--- src/hdl/i2c_master_bit_engine_unit_macros.svh ---
// Assertion macros for the I2C master bit engine.
// Used by the top level; needs a clock and an active-high reset at the call site.
`ifndef I2C_MASTER_BIT_ENGINE_UNIT_MACROS_SVH
`define I2C_MASTER_BIT_ENGINE_UNIT_MACROS_SVH

`ifndef SYNTH
// Clocked check, off while reset is high
`define I2CBE_ASSERT(label, clk, rst, prop) \
   label: assert property (@(posedge clk) disable iff (rst) prop) \
      else $error("i2cbe assertion failed");
// Clocked check that also holds during reset
`define I2CBE_ASSERT_ALWAYS(label, clk, prop) \
   label: assert property (@(posedge clk) prop) \
      else $error("i2cbe assertion failed");
`else
`define I2CBE_ASSERT(label, clk, rst, prop)
`define I2CBE_ASSERT_ALWAYS(label, clk, prop)
`endif

`endif

--- src/hdl/i2cbe_pkg.sv ---
// Shared types and constants for the I2C master bit engine.
// No dependencies.
`default_nettype none

package i2cbe_pkg;

   // Command phase; codes match the request action field
   typedef enum logic [2:0] {
      PH_IDLE  = 3'd0,
      PH_START = 3'd1,
      PH_STOP  = 3'd2,
      PH_WRITE = 3'd3,
      PH_READ  = 3'd4
   } phase_type;

   // Request action codes
   localparam logic [2:0] ACT_NONE  = 3'd0;
   localparam logic [2:0] ACT_START = 3'd1;
   localparam logic [2:0] ACT_STOP  = 3'd2;
   localparam logic [2:0] ACT_WRITE = 3'd3;
   localparam logic [2:0] ACT_READ  = 3'd4;

   // Register indexes
   localparam int unsigned CSR_IDX_W = 1;
   localparam logic [CSR_IDX_W-1:0] CSR_QUARTER = 1'b0;
   localparam logic [CSR_IDX_W-1:0] CSR_MSB     = 1'b1;
   localparam int unsigned CSR_DATA_W = 16;

   localparam logic [CSR_DATA_W-1:0] QUARTER_RESET = 16'd100;

   // Slots per command (quarter-bit units)
   localparam logic [5:0] SLOTS_START = 6'd3;
   localparam logic [5:0] SLOTS_STOP  = 6'd6;
   localparam logic [5:0] SLOTS_BYTE  = 6'd36;
   localparam logic [3:0] LAST_DATA_BIT = 4'd7;

   localparam int unsigned TICK_COUNT_WIDTH_DEF = 16;

endpackage

`default_nettype wire

--- src/hdl/i2c_master_bit_engine_unit.sv ---
// I2C master bit engine: quarter-slot prescaler, command sequencer, shift register.
// Depends on i2cbe_pkg and i2c_master_bit_engine_unit_macros.svh.
// Response is registered: valid in the cycle after its request transfers.
// One request per cycle, set by the response register: a new tick is taken
// whenever the response slot is empty or is being taken in the same cycle.
// Reset (synchronous, active high) clears to idle with SCL/SDA high and driven.
`default_nettype none

`include "i2c_master_bit_engine_unit_macros.svh"

module i2c_master_bit_engine_unit #(
   parameter int unsigned TICK_COUNT_WIDTH = i2cbe_pkg::TICK_COUNT_WIDTH_DEF
) (
   input  wire logic                               clock,
   input  wire logic                               reset,
   // request channel
   input  wire logic                               req_valid,
   output logic                                    req_stall,
   input  wire logic [2:0]                         req_action,
   input  wire logic [7:0]                         req_tx_byte,
   input  wire logic                               req_send_nack,
   input  wire logic                               req_sda_sample,
   // response channel
   output logic                                    rsp_valid,
   input  wire logic                               rsp_stall,
   output logic                                    rsp_scl_level,
   output logic                                    rsp_sda_level,
   output logic                                    rsp_sda_drive,
   output logic                                    rsp_busy_res,
   output logic                                    rsp_done_res,
   output logic [7:0]                              rsp_rx_byte,
   output logic                                    rsp_nack_seen,
   // configuration
   input  wire logic                               csr_we,
   input  wire logic [i2cbe_pkg::CSR_IDX_W-1:0]    csr_index,
   input  wire logic [i2cbe_pkg::CSR_DATA_W-1:0]   csr_wdata
);
   import i2cbe_pkg::*;

   localparam int unsigned CW   = TICK_COUNT_WIDTH;
   localparam int unsigned LIMW = ((CW > CSR_DATA_W) ? CW : CSR_DATA_W) + 1;

   // Registers
   logic [CSR_DATA_W-1:0] quarter_ff;
   logic                  msb_ff;
   phase_type             phase_ff, phase_in;
   logic [5:0]            slot_ff, slot_in;
   logic [CW-1:0]         tick_ff, tick_in;
   logic [7:0]            shift_ff, shift_in;
   logic [7:0]            rx_ff, rx_in;
   logic                  nack_ff, nack_in;
   logic                  pend_ff, pend_in;
   logic                  scl_ff, scl_in;
   logic                  sda_ff, sda_in;
   logic                  en_ff, en_in;
   logic                  done_ff, done_in;
   logic                  rsp_valid_ff;

   logic                  req_fire;
   logic                  cmd_ok;
   logic [LIMW-1:0]       cnt_inc, limit, cap;
   logic                  hit;
   logic [5:0]            g_adv, total;
   logic                  last;
   logic                  enter;
   logic [5:0]            g;
   phase_type             ph_e;
   logic [3:0]            bit_i;
   logic [1:0]            q;

   // Handshake: response register frees when empty or being taken
   assign req_stall = rsp_valid_ff & rsp_stall;
   assign req_fire  = req_valid & ~req_stall;

   assign cmd_ok = (req_action == ACT_START) || (req_action == ACT_STOP) ||
                   (req_action == ACT_WRITE) || (req_action == ACT_READ);

   // Prescaler: quarter of zero acts as one, counter overflow caps the quarter
   always_comb begin
      cnt_inc = LIMW'(tick_ff) + LIMW'(1);
      limit   = (quarter_ff == '0) ? LIMW'(1) : LIMW'(quarter_ff);
      cap     = LIMW'(1) << CW;
      hit     = (cnt_inc >= limit) || (cnt_inc == cap);
      g_adv   = slot_ff + 6'd1;
      unique case (phase_ff)
         PH_START: total = SLOTS_START;
         PH_STOP:  total = SLOTS_STOP;
         default:  total = SLOTS_BYTE;
      endcase
      last = hit && (g_adv >= total);
   end

   // Phase next state
   always_comb begin
      phase_in = phase_ff;
      if (phase_ff == PH_IDLE) begin
         if (cmd_ok) begin
            phase_in = phase_type'(req_action);
         end
      end else if (last) begin
         phase_in = PH_IDLE;
      end
   end

   // Datapath: slot entry actions and command completion
   always_comb begin
      slot_in  = slot_ff;
      tick_in  = tick_ff;
      shift_in = shift_ff;
      rx_in    = rx_ff;
      nack_in  = nack_ff;
      pend_in  = pend_ff;
      scl_in   = scl_ff;
      sda_in   = sda_ff;
      en_in    = en_ff;
      done_in  = 1'b0;
      enter    = 1'b0;
      g        = 6'd0;
      ph_e     = phase_in;

      if (phase_ff == PH_IDLE) begin
         if (cmd_ok) begin
            slot_in = 6'd0;
            tick_in = '0;
            enter   = 1'b1;
            if (req_action == ACT_WRITE) begin
               shift_in = req_tx_byte;
               pend_in  = 1'b0;
            end else if (req_action == ACT_READ) begin
               shift_in = 8'd0;
               pend_in  = req_send_nack;
            end
         end
      end else if (hit) begin
         tick_in = '0;
         if (last) begin
            if (phase_ff == PH_WRITE) nack_in = pend_ff;
            if (phase_ff == PH_READ)  rx_in   = shift_ff;
            slot_in = 6'd0;
            done_in = 1'b1;
         end else begin
            slot_in = g_adv;
            g       = g_adv;
            enter   = 1'b1;
         end
      end else begin
         tick_in = cnt_inc[CW-1:0];
      end

      bit_i = g[5:2];
      q     = g[1:0];

      if (enter) begin
         unique case (ph_e)
            PH_START: begin
               if (g == 6'd0) begin
                  en_in  = 1'b1;
                  scl_in = 1'b1;
                  sda_in = 1'b1;
               end else if (g == 6'd1) begin
                  sda_in = 1'b0;
               end else begin
                  scl_in = 1'b0;
               end
            end
            PH_STOP: begin
               if (g == 6'd0) begin
                  en_in  = 1'b1;
                  sda_in = 1'b0;
               end else if (g == 6'd2) begin
                  scl_in = 1'b1;
               end else if (g == 6'd4) begin
                  sda_in = 1'b1;
               end
            end
            PH_WRITE, PH_READ: begin
               unique case (q)
                  2'd0: begin
                     scl_in = 1'b0;
                     if (ph_e == PH_WRITE) begin
                        if (bit_i <= LAST_DATA_BIT) begin
                           en_in = 1'b1;
                           if (msb_ff) begin
                              sda_in   = shift_in[7];
                              shift_in = {shift_in[6:0], 1'b0};
                           end else begin
                              sda_in   = shift_in[0];
                              shift_in = {1'b0, shift_in[7:1]};
                           end
                        end else begin
                           sda_in = 1'b1;
                           en_in  = 1'b0;
                        end
                     end else begin
                        if (bit_i <= LAST_DATA_BIT) begin
                           en_in = 1'b0;
                        end else begin
                           en_in  = 1'b1;
                           sda_in = pend_in;
                        end
                     end
                  end
                  2'd1: begin
                     scl_in = 1'b1;
                     if (ph_e == PH_WRITE && bit_i > LAST_DATA_BIT) begin
                        pend_in = req_sda_sample;
                     end else if (ph_e == PH_READ && bit_i <= LAST_DATA_BIT) begin
                        if (msb_ff) shift_in = {shift_in[6:0], req_sda_sample};
                        else        shift_in = {req_sda_sample, shift_in[7:1]};
                     end
                  end
                  2'd3: begin
                     // second ACK sample at end of SCL high
                     if (ph_e == PH_WRITE && bit_i > LAST_DATA_BIT && pend_in) begin
                        pend_in = req_sda_sample;
                     end
                     scl_in = 1'b0;
                  end
                  default: begin
                  end
               endcase
            end
            default: begin
            end
         endcase
      end
   end

   // Configuration registers
   always_ff @(posedge clock) begin
      if (reset) begin
         quarter_ff <= QUARTER_RESET;
         msb_ff     <= 1'b1;
      end else if (csr_we) begin
         unique case (csr_index)
            CSR_QUARTER: quarter_ff <= csr_wdata;
            CSR_MSB:     msb_ff     <= csr_wdata[0];
            default: begin
            end
         endcase
      end
   end

   // Engine state; doubles as the response payload register
   always_ff @(posedge clock) begin
      if (reset) begin
         phase_ff <= PH_IDLE;
         slot_ff  <= 6'd0;
         tick_ff  <= '0;
         shift_ff <= 8'd0;
         rx_ff    <= 8'd0;
         nack_ff  <= 1'b0;
         pend_ff  <= 1'b0;
         scl_ff   <= 1'b1;
         sda_ff   <= 1'b1;
         en_ff    <= 1'b1;
         done_ff  <= 1'b0;
      end else if (req_fire) begin
         phase_ff <= phase_in;
         slot_ff  <= slot_in;
         tick_ff  <= tick_in;
         shift_ff <= shift_in;
         rx_ff    <= rx_in;
         nack_ff  <= nack_in;
         pend_ff  <= pend_in;
         scl_ff   <= scl_in;
         sda_ff   <= sda_in;
         en_ff    <= en_in;
         done_ff  <= done_in;
      end
   end

   // Response valid
   always_ff @(posedge clock) begin
      if (reset) begin
         rsp_valid_ff <= 1'b0;
      end else if (req_fire) begin
         rsp_valid_ff <= 1'b1;
      end else if (~rsp_stall) begin
         rsp_valid_ff <= 1'b0;
      end
   end

   assign rsp_valid     = rsp_valid_ff;
   assign rsp_scl_level = scl_ff;
   assign rsp_sda_level = sda_ff;
   assign rsp_sda_drive = en_ff;
   assign rsp_busy_res  = (phase_ff != PH_IDLE);
   assign rsp_done_res  = done_ff;
   assign rsp_rx_byte   = rx_ff;
   assign rsp_nack_seen = nack_ff;

   // Checks
   `I2CBE_ASSERT(a_done_idle, clock, reset, done_ff |-> (phase_ff == PH_IDLE))
   `I2CBE_ASSERT(a_slot_range, clock, reset, slot_ff < SLOTS_BYTE)
   `I2CBE_ASSERT(a_noop_idle, clock, reset,
      (req_fire && phase_ff == PH_IDLE && req_action == ACT_NONE) |=> (phase_ff == PH_IDLE))
   `I2CBE_ASSERT(a_rx_on_done, clock, reset, $stable(rx_ff) || done_ff)
   `I2CBE_ASSERT_ALWAYS(a_idle_slot_zero, clock, (phase_ff == PH_IDLE) |-> (slot_ff == 6'd0))

endmodule

`default_nettype wire
--- config.mk ---
export PLATFORM = sky130hd
export DESIGN_NAME = i2c_master_bit_engine_unit
export DESIGN_NICKNAME = d
export VERILOG_FILES = /design/src/hdl/i2cbe_pkg.sv /design/src/hdl/i2c_master_bit_engine_unit.sv
export VERILOG_INCLUDE_DIRS = /design/src /design/src/hdl
export SDC_FILE = /design/constraint.sdc
export NUM_CORES = 1
export LEC_CHECK = 0
export ABC_CLOCK_PERIOD_IN_PS = 7400
export BUFFER_PORTS_ARGS = -buffer_cell sky130_fd_sc_hd__buf_2
export CORE_ASPECT_RATIO = 0.9
export CORE_MARGIN = 2
export CORE_UTILIZATION = 35
export DETAILED_ROUTE_END_ITERATION = 12
export PLACE_DENSITY = 0.49
export SLEW_MARGIN = 5
export SYNTH_ARGS = -nofsm -noshare
export SYNTH_HDL_FRONTEND = slang
export SYNTH_SLANG_ARGS = --single-unit
--- constraint.sdc ---
create_clock -name clock -period 7.4 [get_ports clock]
set_clock_uncertainty 0.2 [all_clocks]
set_input_delay 1.11 -clock clock [delete_from_list [all_inputs] [get_ports clock]]
set_output_delay 1.11 -clock clock [all_outputs]
set_load 0.02 [all_outputs]
# Word level (Yosys, flattened, before mapping)
# Cells that the tools add are included.
# word_totals
inputBits,35
reg_bits,65
out_inout_bits,16
# op_classes
add_sub_neg,2
n_eq_ne,30
n_bitwise,5
reduce_logical,28
magnitude_cmp,4
mux,68
# op_table
cell,n
$mux W8,12
$mux W16,4
$mux W1,36
$mux W6,6
$eq A3 B2 Y1 const B,6
$add A16 B1 Y17 const B,1
$eq A17 B17 Y1 const B,1
$ge A17 B16 Y1,1
$logic_not A16 Y1,1
$pmux W8 S2,1
$ne A3 B3 Y1 const B,5
$reduce_and A5 Y1,3
$pmux W6 S2,1
$eq A3 B1 Y1 const B,3
$eq A3 B3 Y1 const B,3
$mux W3,3
$reduce_and A8 Y1,1
$reduce_and A7 Y1,1
$add A6 B1 Y6 const B,1
$eq A6 B1 Y1 const B,1
$eq A6 B2 Y1 const B,1
$eq A6 B3 Y1 const B,1
$ge A6 B6 Y1,1
$logic_not A6 Y1,1
other kinds (20),42

# Logic depth before layout (Yosys ltp)
# logic_depth
ltp_word,15
depth_mapped,23
depth_no_buf,23

# Worst setup path after synthesis
# OpenSTA, ideal clock, no wires.
# synth_path
path_type,reg-to-reg
startpoint,register tick_ff[2]
endpoint,register sda_ff (netlist: rsp_sda_level)
period_less_slack_ps,4933
path_stages_with_launch,24
n_path_buf,2
required_ps,7128
arrival_ps,4662
path_slack_ps,2467
cell_sequence,dfxtp_1 > nand3_1 > or2_2 > nor2_1 > and3_1 > nand3_1 > nor2_1 > xor2_1 > ha_1 > nand3_1 > nor3_1 > o41a_1 > buf_2 > o211ai_1 > nor2_1 > inv_1 > ha_1 > clkbuf_1 > and2_1 > a211oi_2 > and4_1 > nand2b_1 > o2111ai_1 > mux2i_1
# synth_between
elab_chain_len,12
# synth_lines
element,line,rtl
from (decl),i2c_master_bit_engine_unit.sv:48,"logic [CW-1:0] tick_ff, tick_in;"
from (signal assigned),i2c_master_bit_engine_unit.sv:261,tick_ff <= tick_in;
$add A16 B1 Y17 *,i2c_master_bit_engine_unit.sv:80,cnt_inc = LIMW'(tick_ff) + LIMW'(1);
$ge A17 B16 Y1 / $eq A17 B17 Y1 (equally long branches),i2c_master_bit_engine_unit.sv:83,hit = (cnt_inc >= limit) || (cnt_inc == cap);
$logic_or A1 B1 Y1 *,i2c_master_bit_engine_unit.sv:83,
$logic_and A1 B1 Y1,i2c_master_bit_engine_unit.sv:90,last = hit && (g_adv >= total);
$mux W6,i2c_master_bit_engine_unit.sv:136,if (last) begin
$mux W6,i2c_master_bit_engine_unit.sv:134,end else if (hit) begin
$mux W6,i2c_master_bit_engine_unit.sv:121,if (phase_ff == PH_IDLE) begin
$le A4 B3 Y1,"i2c_master_bit_engine_unit.sv:181, i2c_master_bit_engine_unit.sv:195",
$mux W1,i2c_master_bit_engine_unit.sv:181,if (bit_i <= LAST_DATA_BIT) begin
$mux W1,i2c_master_bit_engine_unit.sv:180,if (ph_e == PH_WRITE) begin
$mux W1,i2c_master_bit_engine_unit.sv:177,unique case (q)
$pmux W1 S3,i2c_master_bit_engine_unit.sv:154,unique case (ph_e)
to (signal assigned),i2c_master_bit_engine_unit.sv:267,sda_ff <= sda_in;
to (decl),i2c_master_bit_engine_unit.sv:54,"logic sda_ff, sda_in;"
# Mark *: on every way between the ends. The rest lies on a longest branch, timed or not. The select of a mux whose other input is x is not followed.
# A chain may end at the register's enable or synchronous reset.

# Worst setup path after layout
# layout_path
startpoint,register tick_ff[0]
endpoint,register en_ff (netlist: rsp_sda_drive)
# layout_between
elab_chain_len,12
# layout_lines
element,line,rtl
$add A16 B1 Y17 *,i2c_master_bit_engine_unit.sv:80,
$ge A17 B16 Y1 / $eq A17 B17 Y1 (equally long branches),i2c_master_bit_engine_unit.sv:83,
$logic_or A1 B1 Y1 *,i2c_master_bit_engine_unit.sv:83,
$logic_and A1 B1 Y1,i2c_master_bit_engine_unit.sv:90,
$mux W6,i2c_master_bit_engine_unit.sv:136,
$mux W6,i2c_master_bit_engine_unit.sv:134,
$mux W6,i2c_master_bit_engine_unit.sv:121,
$le A4 B3 Y1,"i2c_master_bit_engine_unit.sv:181, i2c_master_bit_engine_unit.sv:195",
$mux W1 (on tied branches),"i2c_master_bit_engine_unit.sv:195, i2c_master_bit_engine_unit.sv:181",
$mux W1,i2c_master_bit_engine_unit.sv:180,
$mux W1,i2c_master_bit_engine_unit.sv:177,
$pmux W1 S2,i2c_master_bit_engine_unit.sv:154,
to (signal assigned),i2c_master_bit_engine_unit.sv:268,en_ff <= en_in;
to (decl),i2c_master_bit_engine_unit.sv:55,"logic en_ff, en_in;"
# Marks and branches as above.

==> summary.md <==
| Metric | Value |
|---|---|
| Crit path arrival time | 6.04 ns |
| Post-Syn Nets | 631 |
| Top Ports | 51 |
| Placed insts | 757 |
| Layout cells sized above 1 | 14.6% |
| Crit path capture type | register |
| Number of nets in the layout | 668 |
| Post-route setup slack | 1.36 ns |
| Routed WL per cell | 15.9 microns |
| Slew Viols, Final | 0 |
| CTS clk-pin slew, worst paths | 0.06 ns |
| Final Core Density | 40.8% |
| CTS tree | done |
| Critical path class | reg -> reg |
| FF+latch count, synth | 65 |
| Die area | 13800 sq um |
| Post-cts sizing count | 0 |
| Final number of setup-violating endpoints | 0 |
| Clock Tree Root | clkbuf_16 |
| Via density | 5.46 |
| Rows | 39 |
| Worst Max-Slew Pin Slew | 1.27 ns |
| Leakage | 2.10 nW |
| Worst vdd ir | 125 uV |
| Hold path start | quarter_ff[0]$_SDFFE_PP0P_ |
| Achievable Freq | 0.166 GHz |
| Post-route insts no fill | 773 |
| Total grt overflow | 0 |
| Setup_tns | 0 ns |
| Hpwl dp | 9.11 mm |
| Antenna violations before repair | 0 |
| Vias in the first global route | 3999 |
| DIE HEIGHT | 112 microns |
| Total length of routed wires | 12.3 mm |
| Yosys warns | 0 |
| CP startpoint | tick_ff[0]$_SDFFE_PP0P_ |
| Clk sinks | 65 |
| Final period utilization | 81.6% |
| Power Density | 186 nW/um^2 |
| Worst r2r src | tick_ff[0]$_SDFFE_PP0P_ |
| Number of synthesized flops with an enable pin | 0 |
| Total number of vias | 4221 |
| Latest clock arrival within the worst-skew pair | 0.33 ns |
| Power Total | 961 uW |
| Cell taking the most area after synthesis | dfxtp_1 |
| DRC Markers | 0 |
| Yosys cell types | 68 |
| Seq/Total Area, Yosys | 28.9% |
| Mapped Area | 4510 sq um |
| Worst Path Required | 7.40 ns |
| Detail Route Antenna Nets | 0 |
| Gr usage total | 18.6% |
| Max H-tree Level | 3 |
| Max FO, Critical Path | 21 |
| Hold_buf cts | 0 |
| Port Buffers | 50 |
| Tmin final | 6.04 ns |
| Antenna diode count | 0 |
| Predominant post-synthesis flop cell | dfxtp_1 |
| Core box area | 12600 sq um |
| Synth top area share | 28.9% |
| Top cells by area, synth | dfxtp_1 29%, ha_1 8.0%, nor2_1 6.2%, nand2_1 5.2%, mux2i_1 3.8% |
| Die X | 124 microns |
| Hold Violations, Final | 0 |
| Setup crit start kind | register |
| Initial Util | 35.7% |
| DR pass1 iterations | 5 |
| Post CTS Setup Buffer Count | 0 |
| Largest net degree at the start of global routing | 50 |
| Outcome | completed |
| Max-Slew Margin vs Limit | 15.0% |
| RSZ-0062 raised after global routing | no |
| Post-synth ARST share | 0% |
| Dpl ws | 1.47 ns |
| Area Growth Syn to Fin | 14.5% |
| HP Class | reg -> reg |
| GPL Wtd Cong | 0.899 |
| Fillers | 1314 |
| Max Cap Violations | 0 |
| Mapped Cells | 567 |
| First-pass GRT wire length | 20.5 mm |
| Initial DRC count | 255 |
| Number of buffers created by CTS | 9 |
| Syn Area/Cell | 7.95 sq um |
| CTS max path bufs | 2 |
kinds of logic (layout without fill, tap and decap cells):
group / count (synthesis) / in the layout / synth area share, %
AOI/OAI and AO/OA: 128 / 128 / 21.1
buffers and inverters: 54 / 96 / 4.91
and+or+nand+nor: 236 / 236 / 25.6
xor gates and xnor gates: 33 / 33 / 6.41
DFF: 65 / 65 / 28.9
adders and majority gates: 29 / 29 / 8.05
muxes: 22 / 22 / 5.02
report_power, final:
| group | switching [mW] | internal, mW | total [mW] |
|---|---|---|---|
| clock network | 0.167 | 0.261 | 0.428 |
| registers | 0.0133 | 0.360 | 0.374 |
| logic | 0.102 | 0.0575 | 0.160 |
| total | 0.283 | 0.678 | 0.961 |
critical path, stage by stage (launching register included):
cell	delay [ns]
dfxtp_1	0.41
nand3_1	0.16
or2_2	0.37
nor2_1	0.21
and3_1	0.28
nand3_1	0.15
nor2_1	0.15
xor2_1	0.09
ha_1	0.28
nand3_1	0.07
nor3_1	0.35
o41a_1	0.65
o211ai_1	0.27
nor2_1	0.34
inv_1	0.11
ha_1	0.48
inv_1	0.27
a21oi_1	0.09
a211oi_2	0.35
nor3_1	0.10
a2111oi_0	0.42
nor3_1	0.11
area by class of cell:
cell class	instances	area [sq um]	share of cell area (%)
multi-input cells	448	2990	57.8
flip-flops and latches	65	1300	25.2
repair buffers	53	273	5.28
clock buffers	9	225	4.36
well taps	164	205	3.98
inverters	27	101	1.96
clock inverters	7	70.1	1.36
metrics by stage:
stage | cell area, sq um | hold WS (ns)
after floorplan | 4510 | 0.236
after global placement | 4870 | 0.264
after detailed placement | 4870 | 0.268
after CTS | 5160 | 0.276
after global routing | 5160 | 0.296
final | 5160 | 0.272
path summary, 6_finish.rpt:
check,cells after the start,slack (ns),endpoint
max,21,1.36,rsp_sda_drive$_SDFFE_PP1P_
min,2,0.27,quarter_ff[0]$_SDFFE_PP0P_
max reg2reg,21,1.36,rsp_sda_drive$_SDFFE_PP1P_
min reg2reg,2,0.27,quarter_ff[0]$_SDFFE_PP0P_
metal layers:
| metal | vias to the layer above | track usage [%] | part of all wire (%) |
|---|---|---|---|
| li1 | 2117 | - | - |
| met5 | - | 0 | 0 |
| met4 | 0 | 4.62 | 0.88 |
| met3 | 12 | 3.84 | 4.3 |
| met1 | 1981 | 25.3 | 49 |
| met2 | 111 | 30.0 | 46 |
sequential cells by signal, indices dropped and copies added, names as in the netlist, 3 cells and up:
name,flops
shift_ff,8
tick_ff,16
rsp_rx_byte,8
quarter_ff,16
phase_ff,3
slot_ff,6
synthesized netlist by cell type, types with 9 or more instances:
cell	count
nor2_1	74
dfxtp_1	65
nand2_1	63
a21oi_1	33
nand3_1	30
ha_1	29
inv_1	27
mux2i_1	17
xnor2_1	17
clkbuf_1	16
xor2_1	16
o21ai_0	14
nor3_1	11
nand4_1	10
buf_2	9
cells in the final DEF, fill, tap and decap left out, types with 6 or more instances in the layout:
cell type,instances
nand3b_1,6
ha_1,29
dfxtp_1,65
o21ai_0,14
a221o_1,7
a21oi_1,33
nand2b_1,6
a22oi_1,8
xnor2_1,17
clkbuf_16,9
buf_2,50
a31oi_1,7
a22o_1,8
nand4_1,10
nand2_1,63
xor2_1,16
nor2_1,74
nor3_1,11
inv_1,27
mux2i_1,17
nand3_1,30
No activity file was read; power rests on OpenSTA's default activity.
